===== config.mk =====
export PLATFORM = sky130hd
export DESIGN_NAME = thread_slot_table_lru
export DESIGN_NICKNAME = d
export VERILOG_FILES = /design/src/rtl/tstl_pkg.sv /design/src/rtl/thread_slot_table_lru.sv /design/src/rtl/tstl_store.sv /design/src/rtl/tstl_cmp.sv
export SDC_FILE = /design/constraint.sdc
export NUM_CORES = 2
export LEC_CHECK = 0
export ABC_CLOCK_PERIOD_IN_PS = 13600
export BUFFER_PORTS_ARGS = -buffer_cell sky130_fd_sc_hd__buf_2
export CAP_MARGIN = 25
export CORE_UTILIZATION = 57
export DETAILED_ROUTE_END_ITERATION = 10
export PLACE_DENSITY = 0.73
export SKIP_LAST_GASP = 1
export SLEW_MARGIN = 25
export SYNTH_ARGS = -nofsm -noshare
export SYNTH_HDL_FRONTEND = slang
export SYNTH_SLANG_ARGS = --single-unit

===== constraint.sdc =====
create_clock -name clk -period 13.6 [get_ports clk]
set_input_delay 2.72 -clock clk [delete_from_list [all_inputs] [get_ports clk]]
set_output_delay 2.72 -clock clk [all_outputs]
set_load 0.01 [all_outputs]

===== src/rtl/tstl_pkg.sv =====
// Shared constants and types for the thread slot table.
package tstl_pkg;

	localparam int NUM_SLOTS = 16;
	localparam int IDX_W     = (NUM_SLOTS > 1) ? $clog2(NUM_SLOTS) : 1;
	localparam int CNT_W     = $clog2(NUM_SLOTS + 1);
	localparam int TID_W     = 31;
	localparam int STAMP_W   = 64;
	localparam int OUT_IDX_W = 4;
	localparam int OUT_CNT_W = 5;
	localparam int LATENCY   = NUM_SLOTS + 3;

	localparam logic [1:0] ST_IDLE  = 2'd0;
	localparam logic [1:0] ST_SCAN  = 2'd1;
	localparam logic [1:0] ST_FIN   = 2'd2;
	localparam logic [1:0] ST_WRITE = 2'd3;

	typedef struct packed {
		logic             clr;
		logic             ev;
		logic [IDX_W-1:0] idx;
		logic             valid;
	} scan_ctl_t;

	typedef struct packed {
		logic             claim;
		logic [IDX_W-1:0] sel;
	} scan_res_t;

endpackage


===== src/rtl/thread_slot_table_lru.sv =====
// Top level of the thread slot table with least-recently-stamped replacement.
// A new update is accepted only while busy is low, so updates never overlap.
// The scan reads one slot a cycle; the shared compare unit and the single memory read
// port set that rate.
// Reset frees every slot at once through the valid flops; no clearing pass is needed.
// The result beat is shown for one cycle and the receiver cannot stall it.
module thread_slot_table_lru (
	input  logic                                 clk,
	input  logic                                 arst_n,
	input  logic                                 start,
	output logic                                 busy,
	input  logic [tstl_pkg::TID_W-1:0]           thread_id,
	input  logic [tstl_pkg::STAMP_W-1:0]         cycle_stamp,
	output logic                                 done,
	output logic [tstl_pkg::OUT_IDX_W-1:0]       slot_index,
	output logic [tstl_pkg::OUT_CNT_W-1:0]       active_count
);

	logic [1:0]                       state_q;
	logic [tstl_pkg::IDX_W-1:0]       addr_q;
	logic [tstl_pkg::IDX_W-1:0]       idx_s1;
	logic                             ev_s1;
	logic [tstl_pkg::NUM_SLOTS-1:0]   valid_q;
	logic [tstl_pkg::CNT_W-1:0]       count_q;
	logic [tstl_pkg::CNT_W-1:0]       count_next;
	logic [tstl_pkg::TID_W-1:0]       id_q;
	logic [tstl_pkg::STAMP_W-1:0]     stamp_q;
	logic                             done_q;
	logic [tstl_pkg::OUT_IDX_W-1:0]   slot_q;
	logic [tstl_pkg::OUT_CNT_W-1:0]   act_q;
	logic [tstl_pkg::TID_W-1:0]       rowner;
	logic [tstl_pkg::STAMP_W-1:0]     rstamp;
	logic                             accept;
	logic                             last;
	logic                             wr;
	logic [tstl_pkg::IDX_W+tstl_pkg::OUT_IDX_W-1:0] sel_ext;
	logic [tstl_pkg::CNT_W+tstl_pkg::OUT_CNT_W-1:0] cnt_ext;
	tstl_pkg::scan_ctl_t              ctl;
	tstl_pkg::scan_res_t              res;

	assign busy       = (state_q != tstl_pkg::ST_IDLE);
	assign accept     = start && !busy;
	assign last       = (addr_q == tstl_pkg::IDX_W'(tstl_pkg::NUM_SLOTS - 1));
	assign wr         = (state_q == tstl_pkg::ST_WRITE);
	assign count_next = count_q + tstl_pkg::CNT_W'(res.claim);
	assign sel_ext    = {{tstl_pkg::OUT_IDX_W{1'b0}}, res.sel};
	assign cnt_ext    = {{tstl_pkg::OUT_CNT_W{1'b0}}, count_next};

	assign ctl.clr   = accept;
	assign ctl.ev    = ev_s1;
	assign ctl.idx   = idx_s1;
	assign ctl.valid = valid_q[idx_s1];

	tstl_store u_store (
		.clk    (clk),
		.we     (wr),
		.waddr  (res.sel),
		.wowner (id_q),
		.wstamp (stamp_q),
		.raddr  (addr_q),
		.rowner (rowner),
		.rstamp (rstamp)
	);

	tstl_cmp u_cmp (
		.clk    (clk),
		.arst_n (arst_n),
		.ctl    (ctl),
		.id     (id_q),
		.owner  (rowner),
		.stamp  (rstamp),
		.res    (res)
	);

	always_ff @(posedge clk or negedge arst_n) begin
		if (!arst_n) begin
			state_q <= tstl_pkg::ST_IDLE;
			addr_q  <= '0;
			ev_s1   <= 1'b0;
			valid_q <= '0;
			count_q <= '0;
			done_q  <= 1'b0;
		end else begin
			ev_s1  <= (state_q == tstl_pkg::ST_SCAN);
			done_q <= wr;
			case (state_q)
				tstl_pkg::ST_IDLE: begin
					addr_q <= '0;
					if (accept) begin
						state_q <= tstl_pkg::ST_SCAN;
					end
				end
				tstl_pkg::ST_SCAN: begin
					if (last) begin
						state_q <= tstl_pkg::ST_FIN;
					end else begin
						addr_q <= addr_q + 1'b1;
					end
				end
				tstl_pkg::ST_FIN: begin
					state_q <= tstl_pkg::ST_WRITE;
				end
				tstl_pkg::ST_WRITE: begin
					valid_q[res.sel] <= 1'b1;
					count_q          <= count_next;
					state_q          <= tstl_pkg::ST_IDLE;
				end
				default: begin
					state_q <= tstl_pkg::ST_IDLE;
				end
			endcase
		end
	end

	always_ff @(posedge clk) begin
		idx_s1 <= addr_q;
		if (accept) begin
			id_q    <= thread_id;
			stamp_q <= cycle_stamp;
		end
		if (wr) begin
			slot_q <= sel_ext[tstl_pkg::OUT_IDX_W-1:0];
			act_q  <= cnt_ext[tstl_pkg::OUT_CNT_W-1:0];
		end
	end

	assign done         = done_q;
	assign slot_index   = slot_q;
	assign active_count = act_q;

endmodule


===== src/rtl/tstl_store.sv =====
// Owner and stamp memory with one write port and one registered read port.
module tstl_store (
	input  logic                         clk,
	input  logic                         we,
	input  logic [tstl_pkg::IDX_W-1:0]   waddr,
	input  logic [tstl_pkg::TID_W-1:0]   wowner,
	input  logic [tstl_pkg::STAMP_W-1:0] wstamp,
	input  logic [tstl_pkg::IDX_W-1:0]   raddr,
	output logic [tstl_pkg::TID_W-1:0]   rowner,
	output logic [tstl_pkg::STAMP_W-1:0] rstamp
);

	logic [tstl_pkg::TID_W-1:0]   owner_mem [tstl_pkg::NUM_SLOTS];
	logic [tstl_pkg::STAMP_W-1:0] stamp_mem [tstl_pkg::NUM_SLOTS];

	always_ff @(posedge clk) begin
		if (we) begin
			owner_mem[waddr] <= wowner;
			stamp_mem[waddr] <= wstamp;
		end
		rowner <= owner_mem[raddr];
		rstamp <= stamp_mem[raddr];
	end

endmodule


===== src/rtl/tstl_cmp.sv =====
// Shared compare unit that folds one slot per beat into hit, free and oldest picks.
module tstl_cmp (
	input  logic                         clk,
	input  logic                         arst_n,
	input  tstl_pkg::scan_ctl_t          ctl,
	input  logic [tstl_pkg::TID_W-1:0]   id,
	input  logic [tstl_pkg::TID_W-1:0]   owner,
	input  logic [tstl_pkg::STAMP_W-1:0] stamp,
	output tstl_pkg::scan_res_t          res
);

	logic                           hit_q;
	logic                           free_q;
	logic [tstl_pkg::IDX_W-1:0]     hit_idx_q;
	logic [tstl_pkg::IDX_W-1:0]     free_idx_q;
	logic [tstl_pkg::IDX_W-1:0]     min_idx_q;
	logic [tstl_pkg::STAMP_W-1:0]   min_q;
	logic                           is_hit;
	logic                           older;

	assign is_hit = ctl.valid && (owner == id);
	assign older  = (ctl.idx == '0) || (stamp < min_q);

	always_ff @(posedge clk or negedge arst_n) begin
		if (!arst_n) begin
			hit_q  <= 1'b0;
			free_q <= 1'b0;
		end else if (ctl.clr) begin
			hit_q  <= 1'b0;
			free_q <= 1'b0;
		end else if (ctl.ev) begin
			if (is_hit && !hit_q) begin
				hit_q <= 1'b1;
			end
			if (!ctl.valid && !free_q) begin
				free_q <= 1'b1;
			end
		end
	end

	always_ff @(posedge clk) begin
		if (ctl.ev) begin
			if (is_hit && !hit_q) begin
				hit_idx_q <= ctl.idx;
			end
			if (!ctl.valid && !free_q) begin
				free_idx_q <= ctl.idx;
			end
			if (older) begin
				min_q     <= stamp;
				min_idx_q <= ctl.idx;
			end
		end
	end

	always_comb begin
		res.claim = !hit_q && free_q;
		if (hit_q) begin
			res.sel = hit_idx_q;
		end else if (free_q) begin
			res.sel = free_idx_q;
		end else begin
			res.sel = min_idx_q;
		end
	end

endmodule


## After elaboration in Yosys (flattened, before gate mapping)

Memory sizes are Yosys's and may differ from the RTL's. A register that Yosys moved wholly into a read port is not among the register bits.
Cells that the tools add are included.

- Multiplexer cells: 19
- Add/sub/neg operators: 2
- Bitwise gates (word level): 1
- Reduce and logical (&&, ||, !) cells: 25
- Equal/unequal tests: 8
- Magnitude comparators: 4

Operators with widths:

| operator | number |
|---|---|
| < comparator 64 bit | 1 |
| equality test 31 bit | 1 |
| bitwise OR 16 bit | 1 |
| AND reduction 2 bit | 7 |
| 2-to-1 mux 4 bit | 3 |
| < comparator 4 x 5 -> 1 bit, second input constant | 2 |
| 2-to-1 mux 1 bit | 10 |
| nonzero test 2 bit | 5 |
| case mux 2 bit (4 select lines) | 1 |
| case mux 4 bit (2 select lines) | 1 |
| logical AND 1 bit | 6 |
| inequality test 2 bit, second input constant | 3 |
| adder 5 x 1 -> 5 bit | 1 |
| adder 4 x 1 -> 4 bit, second input constant | 1 |
| binary-select mux 1 bit (select 4 bit) | 1 |
| demux 1 bit (select 4 bit) | 1 |
| equality test 2 bit, second input constant | 2 |
| equality test 4 bit, second input constant | 1 |
| greater-or-equal comparator 4 x 1 -> 1 bit, second input constant | 1 |
| zero test 1 bit | 4 |
| zero test 4 bit | 1 |
| 2-to-1 mux 2 bit | 2 |
| equality test 2 x 1 -> 1 bit, second input constant | 1 |
| zero test 2 bit | 1 |
| logical OR 1 bit | 1 |

- Bits in registers: 215
- Memories: 2
- Input port bits: 98
- Logic and storage cells: 78
- Memory bits (writable): 1520
- Output and inout port bits: 11

Memories:

| memory | words | bits a word | rd ports | clocked after Yosys merged registers in | write ports | line | text |
|---|---|---|---|---|---|---|---|
| u_store.stamp_mem | 16 | 64 | 1 | 1 | 1 | tstl_store.sv:14 | `logic [tstl_pkg::STAMP_W-1:0] stamp_mem [tstl_pkg::NUM_SLOTS];` |
| u_store.owner_mem | 16 | 31 | 1 | 1 | 1 | tstl_store.sv:13 | `logic [tstl_pkg::TID_W-1:0] owner_mem [tstl_pkg::NUM_SLOTS];` |

## Longest topological paths before layout

- Word-level depth: 7
- Depth in mapped cells: 8
- Mapped depth without buffers: 8

## Cells and area by module

A second synthesis with hierarchy kept.

- Cells, all modules: 3021
- Area, all modules: 67684.9 µm²

Modules (own cells, without submodules):

| module | instances | area each (µm²) | cells each | seq. area each (µm²) |
|---|---|---|---|---|
| tstl_store | 1 | 58698.8 | 2434 | 47545.6 |
| thread_slot_table_lru | 1 | 4584.4 | 221 | 3928.8 |
| tstl_cmp | 1 | 4401.7 | 366 | 2332.2 |

## Worst setup path before layout

OpenSTA, ideal clock, no wires.

- Kind: register -> register
- From: register state_q[0]
- To: register valid_q[10] (netlist bit)
- Stages on the path, launching flop included: 6
- Arrival: 5.717 ns
- Library setup time: 0.090 ns
- Slack: 7.793 ns
- Required time: 13.510 ns
- Period minus slack after synthesis: 5.807 ns
- Path buffers: 1
- Path through: dfrtp_1 ha_1 clkbuf_1 nand3_1 nor2_1 or2_2

- Word-level cells in the longest chain between the ends: 1

Ends and longest elaborated chain:

| item | line | text |
|---|---|---|
| from (decl) | thread_slot_table_lru.sv:19 | `logic [1:0] state_q;` |
| from (signal assigned) | thread_slot_table_lru.sv:77 | `state_q <= tstl_pkg::ST_IDLE;` |
| from (signal assigned) | thread_slot_table_lru.sv:90 | `state_q <= tstl_pkg::ST_SCAN;` |
| from (signal assigned) | thread_slot_table_lru.sv:95 | `state_q <= tstl_pkg::ST_FIN;` |
| equality test 2 bit | -- |  |
| via u_store.we | tstl_store.sv:4 | `input logic we,` |
| to (signal assigned) | thread_slot_table_lru.sv:80 | `valid_q <= '0;` |
| to (signal, indexed assignment) | thread_slot_table_lru.sv:104 | `valid_q[res.sel] <= 1'b1;` |
| to (decl) | thread_slot_table_lru.sv:23 | `logic [tstl_pkg::NUM_SLOTS-1:0] valid_q;` |

The timed path passes the listed nets, and every way through them passes these cells.
A chain may end at the register's enable or synchronous reset.

==> impl_metrics.py <==
metrics = {
    "status": {
        "outcome": "completed",
    },
    "layout": {
        "stdcell_area_mm2": 0.07706,
        "final_common_cell": "edfxtp_1",
        "finalNetCount": 3876,
        "final_cell_mix": "1700 x edfxtp_1, 289 x mux2i_1, 200 x o21ai_0, 192 x mux4_2, 183 x clkbuf_16",
        "area_growth_syn_to_layout_pct": 11.89,
        "layout-drive-gt1-share_pct": 19.65,
    },
    "die": {
        "core_mm2": 0.1198,
        "die_y_um": 349.6,
        "die_x_um": 349.6,
        "pin_count": 109,
        "dieArea_mm2": 0.1222,
        "num_rows": 127,
        "start_util_pct": 57.49,
    },
    "clocking": {
        "clockRootBuffer": "clkbuf_16",
        "cts_max_level": 4,
        "cts_hold_buffers": 0,
        "clock-sinks": 1830,
        "post_cts_buffers": 0,
        "cts_resized": 0,
        "cts_buffer_depth": 3,
        "clk_latency_ns": 0.78,
        "cts_buffers": 177,
        "cts_tree": "yes",
        "clkTransAtPathRegs_ns": 0.06,
    },
    "synthesis": {
        "ys_seq_area_share_pct": 78.12,
        "yosys_warnings": 0,
        "async_flop_share_pct": 1.694,
        "ys_ff_latch": 1830,
        "avgSynthCellArea_um2": 19.57,
        "synthesis.area_mm2": 0.06888,
        "syn_inst": 3519,
        "ys_types": 51,
        "synth_edf_count": 1700,
        "synth_ff_type": "edfxtp_1",
        "synthesis.nets": 3687,
    },
    "route": {
        "drt_iter0_markers": 3346,
        "routedWlPerCell_um": 27.51,
        "antenna_left": 0,
        "via_per_inst": 6.188,
        "via_count": 33880,
        "wirelength_mm": 150.6,
        "dr.pass1.iters": 5,
        "drc": 0,
    },
    "timing": {
        "setup_tns_ns": 0,
        "rsz0062_at_grt": "no",
        "period_minus_slack_ns": 4.603,
        "finalHoldViolCount": 0,
        "slew_viol_final": 0,
        "setup_viol": 0,
        "skew_ns": 0.03056,
        "worstMarginPinSlew_ns": 1.084,
        "fmax_mhz": 217.3,
        "period_share_pct": 33.85,
        "slew_headroom_pct": 27.72,
        "hold_ws_ns": 0.4357,
    },
    "global_routing": {
        "grtUsageTotal_pct": 24.89,
        "antenna_found_initial": 2,
        "grt_max_degree": 117,
        "overflow": 0,
        "grt_pass1_wl_mm": 221.7,
        "grt_pass1_vias": 34200,
    },
    "worst_setup_path": {
        "crit_required_ns": 14.24,
        "path_class": "reg2reg",
        "reg2reg_slack_ns": 9.00,
        "end_kind": "flip-flop",
        "worst_setup_path_start_kind": "flip-flop",
        "critPathSlowestCell": "dfrtp_4",
        "max_stage_delay_ns": 0.92,
        "worstPathArrival_ns": 5.24,
        "path_cells": "buf_4, and2_4, buf_4, buf_4, a221oi_1, o21ai_0, nand2_1",
        "cp_top_family": "buffers and inverters",
        "cp_max_fo": 52,
        "cp_common_cell": "buf_4",
        "critical_path_buf_inv_count": 3,
    },
    "hold_path": {
        "hp-class": "reg2reg",
    },
    "placed_design": {
        "post_dp_cell_area_mm2": 0.07131,
        "port-buffer-count": 108,
        "post-dp-hpwl_mm": 74.08,
        "place.gp.congestion": 0.7506,
    },
    "pwr": {
        "irDropWorstVdd_mv": 0.1675,
        "powerDensity_mw_per_mm2": 209.9,
        "leakagePower_nw": 25.55,
    },
    "flow_run": {
        "cap_violations": 0,
    },
}
-- layer usage --
layer | share of wire (%) | global-route usage [%] | vias up
met5 | 0 | 0 | -
met1 | 41 | 34.54 | 17650
met4 | 2.2 | 7.197 | 0
li1 | - | - | 14660
met3 | 6.7 | 3.492 | 232
met2 | 50 | 41.55 | 1332
-- path summary, 6_finish.rpt --
check	start	endpoint	cells past startpoint
hold reg to reg	u_store.rstamp[11]	u_cmp.min_q[11]	0
max in group asynchronous	arst_n	addr_q[3]	1
setup reg to reg	addr_q[1]	u_store.rstamp[27]	7
setup / recovery	addr_q[1]	u_store.rstamp[27]	7
hold / removal	u_store.rstamp[11]	u_cmp.min_q[11]	0
min in group asynchronous	arst_n	addr_q[0]	1
-- registers in the layout (all words and copies together) (netlist names), 4 cells and up --
| signal | flops |
|---|---|
| u_store.stamp_mem | 1024 |
| u_store.owner_mem | 496 |
| stamp_q | 64 |
| u_cmp.min_q | 64 |
| u_store.rstamp | 64 |
| id_q | 31 |
| u_store.rowner | 31 |
| valid_q | 16 |
| active_count | 5 |
| count_q | 5 |
| addr_q | 4 |
| idx_s1 | 4 |
| slot_index | 4 |
| u_cmp.free_idx_q | 4 |
| u_cmp.hit_idx_q | 4 |
| u_cmp.min_idx_q | 4 |
-- area by class of cell --
cell class | instances | area (um2)
clock buffer | 252 | 4979
tap | 1612 | 2017
fill | 8020 | 42750
clock inverter | 81 | 694.4
timing repair buffer | 174 | 1121
multi-input combinational | 1454 | 14160
sequential | 1830 | 53820
inverter | 71 | 266.5
antenna | 1 | 2.502
-- per-stage QoR --
stage | std cells | worst slack (ns) | power, W | util [%]
floorplan | 3519 | 7.793 | 0.01033 | -
global placement | 5137 | 8.689 | 0.01141 | 59.49
detailed placement | 5138 | 8.642 | 0.01151 | 59.52
CTS | 5471 | 8.937 | 0.01624 | 64.25
global route | 5475 | 8.834 | 0.01683 | 64.32
finish | 5475 | 8.997 | 0.01618 | 64.32
-- power by group --
group          total (W)  switching (W)  internal (W)
logic            0.00375        0.00224       0.00151
clock network    0.00476        0.00203       0.00273
registers        0.00766       0.000520       0.00715
-- synth_stat cells, types with 31 or more instances --
cell type | n | area, um2
a21oi_1 | 118 | 590.6
a221oi_1 | 95 | 832.1
a22oi_1 | 95 | 713.2
buf_2 | 55 | 275.3
clkbuf_1 | 83 | 311.6
dfrtp_1 | 31 | 775.7
dfxtp_1 | 99 | 1982
edfxtp_1 | 1700 | 51050
ha_1 | 70 | 875.8
inv_1 | 70 | 262.8
mux2_2 | 97 | 1092
mux2i_1 | 289 | 2893
mux4_2 | 192 | 4324
nand2_1 | 119 | 446.7
o21ai_0 | 200 | 1001
-- cells by family after synthesis --
family / Yosys count / share of synthesized area, %
muxes: 581 / 12.18
xor gates and xnor gates: 37 / 0.4705
buffers and inverters: 235 / 1.539
DFF: 1830 / 78.12
AOI/OAI and AO/OA: 544 / 4.948
adders and majority gates: 70 / 1.272
and+or+nand+nor: 222 / 1.473
(Power assumes the default switching activity.)
